[config.mk]
export PLATFORM = sky130hd
export DESIGN_NAME = olt_cell
export DESIGN_NICKNAME = d
export VERILOG_FILES = /design/src/rtl/olt_pkg.sv /design/src/rtl/olt_cell.sv
export SDC_FILE = /design/constraint.sdc
export NUM_CORES = 1
export LEC_CHECK = 0
export BUFFER_PORTS_ARGS = -buffer_cell sky130_fd_sc_hd__buf_2
export CORE_MARGIN = 1.5
export CORE_UTILIZATION = 46
export CTS_CLUSTER_DIAMETER = 30
export DETAILED_ROUTE_END_ITERATION = 16
export GPL_TIMING_DRIVEN = 0
export PLACE_DENSITY = 0.81
export RECOVER_POWER = 25
export SLEW_MARGIN = 20
export SYNTH_ARGS = -nofsm -noshare
export SYNTH_HDL_FRONTEND = slang
export SYNTH_SLANG_ARGS = --single-unit
[constraint.sdc]
create_clock -name clk -period 3.85 [get_ports clk]
set_input_delay 0.1925 -clock clk [delete_from_list [all_inputs] [get_ports clk]]
set_output_delay 0.1925 -clock clk [all_outputs]
set_load 0.01 [all_outputs]
[src/rtl/olt_pkg.sv]
// ----------------------------------------------------------------------------
// olt_pkg
// Shared codes, field widths and cell control types for the ordered list table.
// ----------------------------------------------------------------------------
package olt_pkg;

  // stream field widths
  localparam int CMD_W       = 3;
  localparam int POS_W       = 6;
  localparam int VALUE_W     = 32;
  localparam int STATUS_W    = 2;
  localparam int DATA_W      = 32;
  localparam int FOUND_AT_W  = 6;
  localparam int COUNT_NOW_W = 7;

  localparam int IN_TDATA_W  = 48;
  localparam int OUT_TDATA_W = 48;

  // command codes
  localparam logic [CMD_W-1:0] CMD_APPEND = 3'd0;
  localparam logic [CMD_W-1:0] CMD_INSERT = 3'd1;
  localparam logic [CMD_W-1:0] CMD_GET    = 3'd2;
  localparam logic [CMD_W-1:0] CMD_REMOVE = 3'd3;
  localparam logic [CMD_W-1:0] CMD_SEARCH = 3'd4;
  localparam logic [CMD_W-1:0] CMD_CLEAR  = 3'd5;

  // status codes
  localparam logic [STATUS_W-1:0] ST_OK    = 2'd0;
  localparam logic [STATUS_W-1:0] ST_RANGE = 2'd1;
  localparam logic [STATUS_W-1:0] ST_FULL  = 2'd2;

  // what every cell does with its entry this cycle
  typedef enum logic [1:0] {
    OP_HOLD,
    OP_INSERT,
    OP_REMOVE
  } cell_op_t;

  // what a cell reports into the result wave
  typedef enum logic {
    SCAN_GET,
    SCAN_SEARCH
  } scan_kind_t;

  typedef struct packed {
    cell_op_t   op;
    scan_kind_t kind;
  } cell_ctl_t;

endpackage

[src/rtl/olt_cell.sv]
// ----------------------------------------------------------------------------
// olt_cell
// One list slot: holds an entry, shifts with its neighbors, and joins the
// result wave that runs from slot zero upward.
// ----------------------------------------------------------------------------
module olt_cell #(
  parameter int IDX        = 0,
  parameter int ITEM_WIDTH = 32,
  parameter int CW         = 7,
  parameter int IW         = 6
) (
  input  logic                  clk,
  input  logic                  rst_n,
  input  olt_pkg::cell_ctl_t    ctl,
  input  logic [CW-1:0]         pos,
  input  logic [CW-1:0]         count,
  input  logic [ITEM_WIDTH-1:0] key,
  input  logic [ITEM_WIDTH-1:0] left_entry,
  input  logic [ITEM_WIDTH-1:0] right_entry,
  output logic [ITEM_WIDTH-1:0] entry,
  input  logic                  hit_in,
  input  logic [IW-1:0]         idx_in,
  input  logic [ITEM_WIDTH-1:0] data_in,
  output logic                  hit_out,
  output logic [IW-1:0]         idx_out,
  output logic [ITEM_WIDTH-1:0] data_out
);

  localparam logic [CW-1:0] MY_POS = CW'(IDX);
  localparam logic [IW-1:0] MY_IDX = IW'(IDX);

  logic [ITEM_WIDTH-1:0] entry_r;
  logic                  hit_r;
  logic [IW-1:0]         idx_r;
  logic [ITEM_WIDTH-1:0] data_r;
  logic                  match;

  always_comb begin
    case (ctl.kind)
      olt_pkg::SCAN_SEARCH: match = (entry_r == key) && (MY_POS < count);
      default:              match = (MY_POS == pos);
    endcase
  end

  // shift: insert pulls from the left, remove pulls from the right
  always_ff @(posedge clk) begin
    unique case (ctl.op)
      olt_pkg::OP_INSERT: begin
        if (MY_POS > pos) begin
          entry_r <= left_entry;
        end else if (MY_POS == pos) begin
          entry_r <= key;
        end
      end
      olt_pkg::OP_REMOVE: begin
        if (MY_POS >= pos) begin
          entry_r <= right_entry;
        end
      end
      default: begin
      end
    endcase
  end

  // lowest slot wins: pass an earlier hit, else offer this one
  always_ff @(posedge clk) begin
    if (!rst_n) begin
      hit_r <= 1'b0;
    end else begin
      hit_r <= hit_in | match;
    end
    if (!hit_in && match) begin
      idx_r  <= MY_IDX;
      data_r <= entry_r;
    end else begin
      idx_r  <= idx_in;
      data_r <= data_in;
    end
  end

  assign entry    = entry_r;
  assign hit_out  = hit_r;
  assign idx_out  = idx_r;
  assign data_out = data_r;

endmodule

==> Yosys cells after proc, flatten, opt, wreduce, memory -nomap -nowiden <==
Index checks and enable logic that the tools add are counted.
{ "op_classes": {"bitwise_logic": 1, "n_eq_ne": 5, "n_reduce_logical": 6, "mux": 6, "order_cmp": 3} }
{ "op_table": {"columns": ["op", "n"], "rows": [
  ["2-to-1 mux 32 bit", 4],
  ["one-hot mux 32 bit (2 select lines)", 1],
  ["== test 32 bit", 1],
  ["greater-or-equal comparator 1 x 7 -> 1 bit (first input constant)", 1],
  ["greater-than comparator 1 x 7 -> 1 bit (first input constant)", 1],
  ["zero test 7 bit", 1],
  ["< comparator 1 x 7 -> 1 bit (first input constant)", 1],
  ["inequality test 3 bit (second input constant)", 1],
  ["AND reduction 3 bit", 1],
  ["== test 2 x 1 -> 1 bit (second input constant)", 1],
  ["== test 2 bit (second input constant)", 1],
  ["logical AND 1 bit", 2],
  ["inequality test 2 bit (second input constant)", 1],
  ["nonzero test 2 bit", 1],
  ["zero test 1 bit", 1],
  ["2-to-1 mux 1 bit", 1],
  ["OR 1 bit", 1]
]} }
{ "word_totals": {"output_inout_bits": 71, "word_cells": 25, "reg_bits": 71} }

==> Logic depth before layout (Yosys ltp) <==
Gate-level depths: netlist of the first run.
{ "logic_depth": {"depth_word": 5, "depth_mapped": 7, "mapped_depth_nobuf": 5} }

==> Worst setup path before layout of the first run <==
Ideal clock, no wire load.
{ "synth_timing": {"path_kind": "input to register", "startpoint": "input ctl[1] in the netlist's numbering", "endpoint": "register entry_r[0] (netlist: entry[0]) (enable)", "setup_slack_ps": 1118, "setup_ps": 421, "cell_stages": 7, "arrival_ps": 2311, "path_buffers": 2, "path_cell_list": "inv_1 ha_1 clkbuf_1 clkbuf_1 nor2_1 a21oi_1 nor2_1"} }
{ "synth_via": {"elab_chain_cells": 3, "word_cells_on_any_way": 6, "classes_between": "4 x eq/ne; 2 x reduce/logical"} }
{ "synth_lines": {"columns": ["element", "line", "rtl"], "rows": [
  ["start: declaration", "olt_cell.sv:14", "input olt_pkg::cell_ctl_t ctl,"],
  ["== test 2 x 1 -> 1 bit / == test 2 bit (equally long branches)", "olt_cell.sv:47", "unique case (ctl.op)"],
  ["inequality test 3 bit (no line), or another cell as far along", null, null],
  ["AND reduction 3 bit (no line) (*)", null, null],
  ["end signal: assignment", "olt_cell.sv:50", "entry_r <= left_entry;"],
  ["end signal: assignment", "olt_cell.sv:52", "entry_r <= key;"],
  ["end signal: assignment", "olt_cell.sv:57", "entry_r <= right_entry;"],
  ["end: declaration", "olt_cell.sv:32", "logic [ITEM_WIDTH-1:0] entry_r;"]
]} }
Mark *: on every way between the ends. The rest lies on a longest branch, timed or not.
A chain may end at the register's enable or synchronous reset.

==> Worst setup path in the final report of the first run <==
{ "layout_timing": {"startpoint": "register entry_r[28] (netlist: entry[28])", "endpoint": "register data_r[1] (netlist: data_out[1])"} }
{ "layout_via": {"elab_chain_cells": 5} }
{ "layout_lines": {"columns": ["element", "line", "rtl"], "rows": [
  ["== test 32 bit", "olt_cell.sv:40", "olt_pkg::SCAN_SEARCH: match = (entry_r == key) && (MY_POS < count);"],
  ["logical AND 1 bit", "olt_cell.sv:40", null],
  ["2-to-1 mux 1 bit", "olt_cell.sv:39", "case (ctl.kind)"],
  ["logical AND 1 bit", "olt_cell.sv:72", "if (!hit_in && match) begin"],
  ["2-to-1 mux 32 bit", "olt_cell.sv:72", null],
  ["end signal: assignment", "olt_cell.sv:74", "data_r <= entry_r;"],
  ["end signal: assignment", "olt_cell.sv:77", "data_r <= data_in;"],
  ["end: declaration", "olt_cell.sv:35", "logic [ITEM_WIDTH-1:0] data_r;"]
]} }
No other way between the ends.

==> impl_metrics.toml, run 1 <==
[global_routing]
grtUsageTotal_pct = 26.0
grt_max_degree = 23
gr-total-overflow = 0
first_pass_grt_wire_length_um = 20200
first_global_vias = 3938
antenna_violations_before_repair = 0

[power]
pleak_nw = 2.37
cellPowerDensity_nw_per_um2 = 353
irDropWorstVdd_v = 0.000198

[clock_network]
clk_path_buf_depth = 2
clk_latency_ps = 350
cts.sinks = 71
clk_root_buffer_cell = "sky130_fd_sc_hd__clkbuf_8"
tritoncts.num_buffers = 9
ctsHoldBuffers = 0
tritoncts = "yes"
post-cts-setup-buffers = 0
post_cts_resized = 0
htreeDepth = 3
worst_setup_hold_path_clk_slew_ps = 80

[floorplan]
die_height_um = 101
floorplan.io_pins = 225
floorplan.initialDensity_pct = 47.5
number_of_standard_cell_rows_in_the_floorplan = 35
die_x_um = 101
dieArea_um2 = 10200
core_region_area_um2 = 9280

[hold_path]
worstHoldPathType = "input pin to flop"

[outcome]
run_status = "completed"

[timing]
hold_slack_ps = 53.6
relSlewSlack_pct = 61.0
grt_setup_unrepaired = "false"
max_slew.worst_pin.slew_ps = 585
setup_tns_ps = 0
timing.clock.skew_ps = 10.9
slew_violations = 0
final_period_minus_worst_setup_slack_ps = 2020
timing.final.crit_share_pct = 52.5
finalHoldViolations = 0
setup_viol_count_final = 0
fmax_ghz = 0.495

[detailed_routing]
drt_first_pass_iters = 4
vias = 4289
drtIter0Drc = 291
avgRoutedWirePerCell_um = 17.8
drc_errors = 0
vias_per_cell = 5.67
route.antenna.remaining_nets = 0
wirelength_um = 13500

[finish]
ff_latch_area_um2 = 1740
fill_cell_total_of_the_finished_layout = 844
finish.instance_area_um2 = 5740
num_antenna_cells = 0
layout-area-overhead-vs-synth_pct = 30.3
multi_input_area_um2 = 2340
design.final.nets = 779
finalCoreUtilization_pct = 61.8
drive_gt1_share_pct = 40.3

[setup_path]
endpoint_kind = "flop"
worst_path_max_fanout = 10
reg2reg_slack_ps = 1830
critPathArrivalTime_ps = 2240
cp_cell_sequence = "xor2_1, nor4_1, nand2_1, buf_2, o211ai_1, nand3_1"
critPathKind = "flop to flop"
timing.critical_path.required_ps = 4070
cp.buffers_inverters = 1
cpPeakStageDelay_ps = 420
cpLargestDelayFamily = "simple AND/OR/NAND/NOR gates"
cp-start-kind = "flop"
critical-path-slowest-cell = "sky130_fd_sc_hd__edfxtp_1"

[run]
number_of_maximum_capacitance_violations = 0

[placement]
post_dp_cell_area_um2 = 5560
hpwl_um = 10500
gp_congestion = 0.946
placement.io_buffers = 191

[synthesis]
yosysSeqAreaShare_pct = 39.5
synth_edf_count = 32
synth_fp_nets = 576
yosysTopAreaCell = "sky130_fd_sc_hd__edfxtp_1"
yosys_warnings = 0
synth.cell_area_um2 = 4410
ys_ff_latch = 71
post_synth_most_frequent_cells = "sky130_fd_sc_hd__dfxtp_1 (39), sky130_fd_sc_hd__nand3_1 (33)"
postSynth.asyncResetShare_pct = 0
post-synth-top-count-cell = "sky130_fd_sc_hd__dfxtp_1"
synth_top_area_share_pct = 21.8
synth_area_leaders = "sky130_fd_sc_hd__edfxtp_1 (22%), sky130_fd_sc_hd__dfxtp_1 (18%), sky130_fd_sc_hd__mux2_2 (8.2%), sky130_fd_sc_hd__a22o_1 (6.4%), sky130_fd_sc_hd__xor2_1 (6.4%)"
synth.lib_cells_used.distinct = 37
postSynth.topFlopCell = "sky130_fd_sc_hd__dfxtp_1"
syn_avg_cell_area_um2 = 10.5
synthCells = 420
area by class of cell:
cell class,count,share of cell area (%)
inverters,3,0.196
flip-flops and latches,71,30.3
plain buffers,44,5.56
clock buffers,12,3.27
well taps,129,2.81
clock inverters,4,0.828
multi-input cells,302,40.8
repair buffers,192,16.2
flip-flops by register name, indices dropped and copies added (netlist names):
| register | flops |
|---|---|
| data_out | 32 |
| hit_out | 1 |
| entry | 32 |
| idx_out | 6 |
worst paths after layout:
| check | startpoint | to | cells past startpoint |
|---|---|---|---|
| min reg2reg | entry[24]$_DFFE_PP_ | data_out[24]$_DFF_P_ | 3 |
| min | rst_n | hit_out$_SDFF_PN0_ | 2 |
| max | entry[28]$_DFFE_PP_ | data_out[1]$_DFF_P_ | 6 |
| max reg2reg | entry[28]$_DFFE_PP_ | data_out[1]$_DFF_P_ | 6 |
layout by cell type, fill, tap and decap left out, types with 4 or more instances in the layout:
master | synthesis | final
sky130_fd_sc_hd__o21ai_1 | 6 | 6
sky130_fd_sc_hd__a31oi_1 | 32 | 32
sky130_fd_sc_hd__nand3_1 | 33 | 33
sky130_fd_sc_hd__xor2_1 | 32 | 32
sky130_fd_sc_hd__buf_2 | 13 | 163
sky130_fd_sc_hd__buf_6 | 4 | 4
sky130_fd_sc_hd__mux2_2 | 32 | 32
sky130_fd_sc_hd__edfxtp_1 | 32 | 32
sky130_fd_sc_hd__and2b_2 | 13 | 13
sky130_fd_sc_hd__dlygate4sd1_1 | 5 | 5
sky130_fd_sc_hd__o211ai_1 | 32 | 32
sky130_fd_sc_hd__clkbuf_1 | 10 | 51
sky130_fd_sc_hd__nand2_1 | 13 | 13
sky130_fd_sc_hd__dfxtp_1 | 39 | 39
sky130_fd_sc_hd__buf_4 | 9 | 9
sky130_fd_sc_hd__a22o_1 | 32 | 32
sky130_fd_sc_hd__nand4_1 | 32 | 32
sky130_fd_sc_hd__and2b_1 | 17 | 17
sky130_fd_sc_hd__clkbuf_8 | 0 | 10
logic make-up after synthesis:
group	after synthesis	share of synthesized area (%)
buffers and inverters	47	7.50
and+or+nand+nor	131	20.2
xor gates and xnor gates	32	6.36
DFF	71	39.5
adders and majority gates	2	0.568
AOI/OAI and AO/OA	105	17.6
muxes	32	8.18
through the flow:
step / total power, mW / worst slack, ps / instances
finish: 2.03 / 1830 / 757
global route: 2.11 / 1670 / 757
CTS: 2.04 / 1870 / 757
detailed placement: 1.37 / 1630 / 741
global placement: 1.35 / 325 / 740
floorplan: 1.15 / 1120 / 420
layer usage:
layer / up-vias / wire length [um] / share of wire, % / track usage [%]
met5: - / 0 / 0 / 0
met4: 0 / 429 / 3.2 / 11.1
met3: 33 / 1050 / 7.8 / 6.52
met2: 244 / 6430 / 48 / 41.4
met1: 1980 / 5550 / 41 / 33.5
li1: 2032 / - / - / -
report_power, final:
part	internal [mW]	total, mW	leakage (nW)	switching, mW
clock network	0.393	0.682	0.119	0.288
logic	0.201	0.427	1.63	0.227
registers	0.864	0.919	0.627	0.0544
total	1.46	2.03	2.37	0.569
worst register-to-register path, delay by kind of cell (launching register included):
family | cells | cell delay (ps)
xor+xnor | 1 | 180
buf+inv | 1 | 280
simple gates | 3 | 820
compound gates | 1 | 180
flops | 1 | 420
Note: power is estimated with default switching activity, not from simulation.
==> run 2, diff against run 1 <==
- clock period: 3.85 -> 2.1 ns (I/O delays scaled with it)
==> impl_metrics.toml, run 2 (synthesis gave the netlist of run 1 again) <==
[global_routing]
grt_max_degree = 33
antenna_violations_before_repair = 0
first_pass_grt_wire_length_um = 20600
grtUsageTotal_pct = 26.1
first_global_vias = 4052
gr-total-overflow = 0

[timing]
final_period_minus_worst_setup_slack_ps = 1970
max_slew.worst_pin.slew_ps = 928
fmax_ghz = 0.508
finalHoldViolations = 0
timing.final.crit_share_pct = 93.7
setup_viol_count_final = 0
grt_setup_unrepaired = "false"
slew_violations = 0
timing.clock.skew_ps = 16.0
relSlewSlack_pct = 38.0

[detailed_routing]
route.layer.met1.wl_um = 5740
vias = 4277
vias_per_cell = 5.61
avgRoutedWirePerCell_um = 17.8
met3WireLength_um = 942
drc_errors = 0
met2_wire_length_um = 6570
max_layer_used = "met4"
route.antenna.remaining_nets = 0
wirelength_um = 13600
drt_first_pass_iters = 5
drtIter0Drc = 337

[finish]
finalCoreUtilization_pct = 61.8
layout_commonest_cell = "sky130_fd_sc_hd__buf_2"
drive_gt1_share_pct = 39.6
num_antenna_cells = 0
design.final.nets = 785
layout-area-overhead-vs-synth_pct = 30.3
commonest_non_fill_non_tap_cells_in_the_layout = "sky130_fd_sc_hd__buf_2 (164), sky130_fd_sc_hd__clkbuf_1 (54), sky130_fd_sc_hd__dfxtp_1 (39), sky130_fd_sc_hd__nand3_1 (33)"

[floorplan]
dieArea_um2 = 10200
die_x_um = 101
core_region_area_um2 = 9280
floorplan.initialDensity_pct = 47.5
die_height_um = 101
floorplan.io_pins = 225
number_of_standard_cell_rows_in_the_floorplan = 35

[setup_path]
cp_cell_sequence = "xor2_1, nor4_1, nand2_2, buf_2, o211ai_1, nand3_1"
cpLargestDelayFamily = "simple AND/OR/NAND/NOR gates"
timing.critical_path.required_ps = 2310
endpoint_kind = "flop"
worst_path_max_fanout = 10
critical-path-slowest-cell = "sky130_fd_sc_hd__edfxtp_1"
reg2reg_path_depth = 6
cpPeakStageDelay_ps = 470
cp.buffers_inverters = 1
worstSetupPathDepth = 6
critPathArrivalTime_ps = 2180
critPathKind = "flop to flop"
cp-start-kind = "flop"

[hold_path]
worstHoldPathType = "input pin to flop"
worst_hold_path.num_cells = 3

[placement]
hpwl_um = 10500
gp_congestion = 0.969
placement.io_buffers = 191

[clock_network]
htreeDepth = 3
worst_setup_hold_path_clk_slew_ps = 80
cts.sinks = 71
tritoncts = "yes"
clk_root_buffer_cell = "sky130_fd_sc_hd__clkbuf_8"
clk_latency_ps = 340
tritoncts.num_buffers = 9
clk_path_buf_depth = 2

[power]
cellPowerDensity_nw_per_um2 = 611
cellInternalPower_mw = 2.48
pleak_nw = 2.37
finalPower_mw = 3.50
irDropWorstVdd_v = 0.000343
power_frac_comb_pct = 22.5
sequentialPowerShare_pct = 48.2
sw_frac_of_total_pct = 29.1
switching_power_mw = 1.02
clock_power_share_pct = 29.3

[outcome]
run_status = "completed"

[run]
number_of_maximum_capacitance_violations = 0
-- run 2: layer usage --
metal,vias to the layer above,track usage (%)
li1,2042,-
met1,1972,33.9
met2,231,43.7
met3,32,4.51
met4,0,9.64
met5,-,0
-- run 2: worst min-delay path, delay by kind of cell --
kind	cells	cell delay, ps
buffers and inverters	1	100
AND/OR/NAND/NOR	1	60
AO/OA/AOI/OAI	1	70
-- run 2: area by class of cell --
cell class,instances,area (um^2)
sequential,71,1740
clock buffer,16,180
tap,129,161
buffer,44,319
timing repair buffer,198,976
fill,848,3540
multi-input combinational,302,2350
inverter,3,11.3
-- run 2: timing repair --
action | 4_1_cts | 5_1_grt
gates resized for setup | 0 | 2
buffers inserted | 0 | 0
setup endpoints to repair | 0 | 26
hold buffers | 7 | 0
hold endpoints to repair | 7 | 0
-- run 2: through the flow --
stage	setup WS, ps	hold slack (ps)	TNS (ps)	instance area, um^2	std cells
after CTS	129	20.1	0	5780	763
final	132	34.5	0	5740	763
after detailed placement	-224	323	-7110	5530	740
after floorplan	321	224	0	4410	420
after global routing	25.0	36.1	0	5740	763
after global placement	-130	323	-4120	5530	740
-- run 2: power groups by stage --
stage / registers [mW] / logic (mW) / clock network (mW)
finish: 1.69 / 0.788 / 1.03
global placement: 1.71 / 0.768 / 0
CTS: 1.68 / 0.797 / 1.04
floorplan: 1.74 / 0.375 / 0
detailed placement: 1.72 / 0.784 / 0
global route: 1.70 / 0.853 / 1.09
-- run 2: final timing paths --
| check | from | slack, ps | to |
|---|---|---|---|
| setup / recovery | entry[14]$_DFFE_PP_ | 130 | data_out[27]$_DFF_P_ |
| hold / removal | data_in[28] | 30 | data_out[28]$_DFF_P_ |
| setup reg to reg | entry[14]$_DFFE_PP_ | 130 | data_out[27]$_DFF_P_ |
| hold reg to reg | entry[24]$_DFFE_PP_ | 760 | data_out[24]$_DFF_P_ |
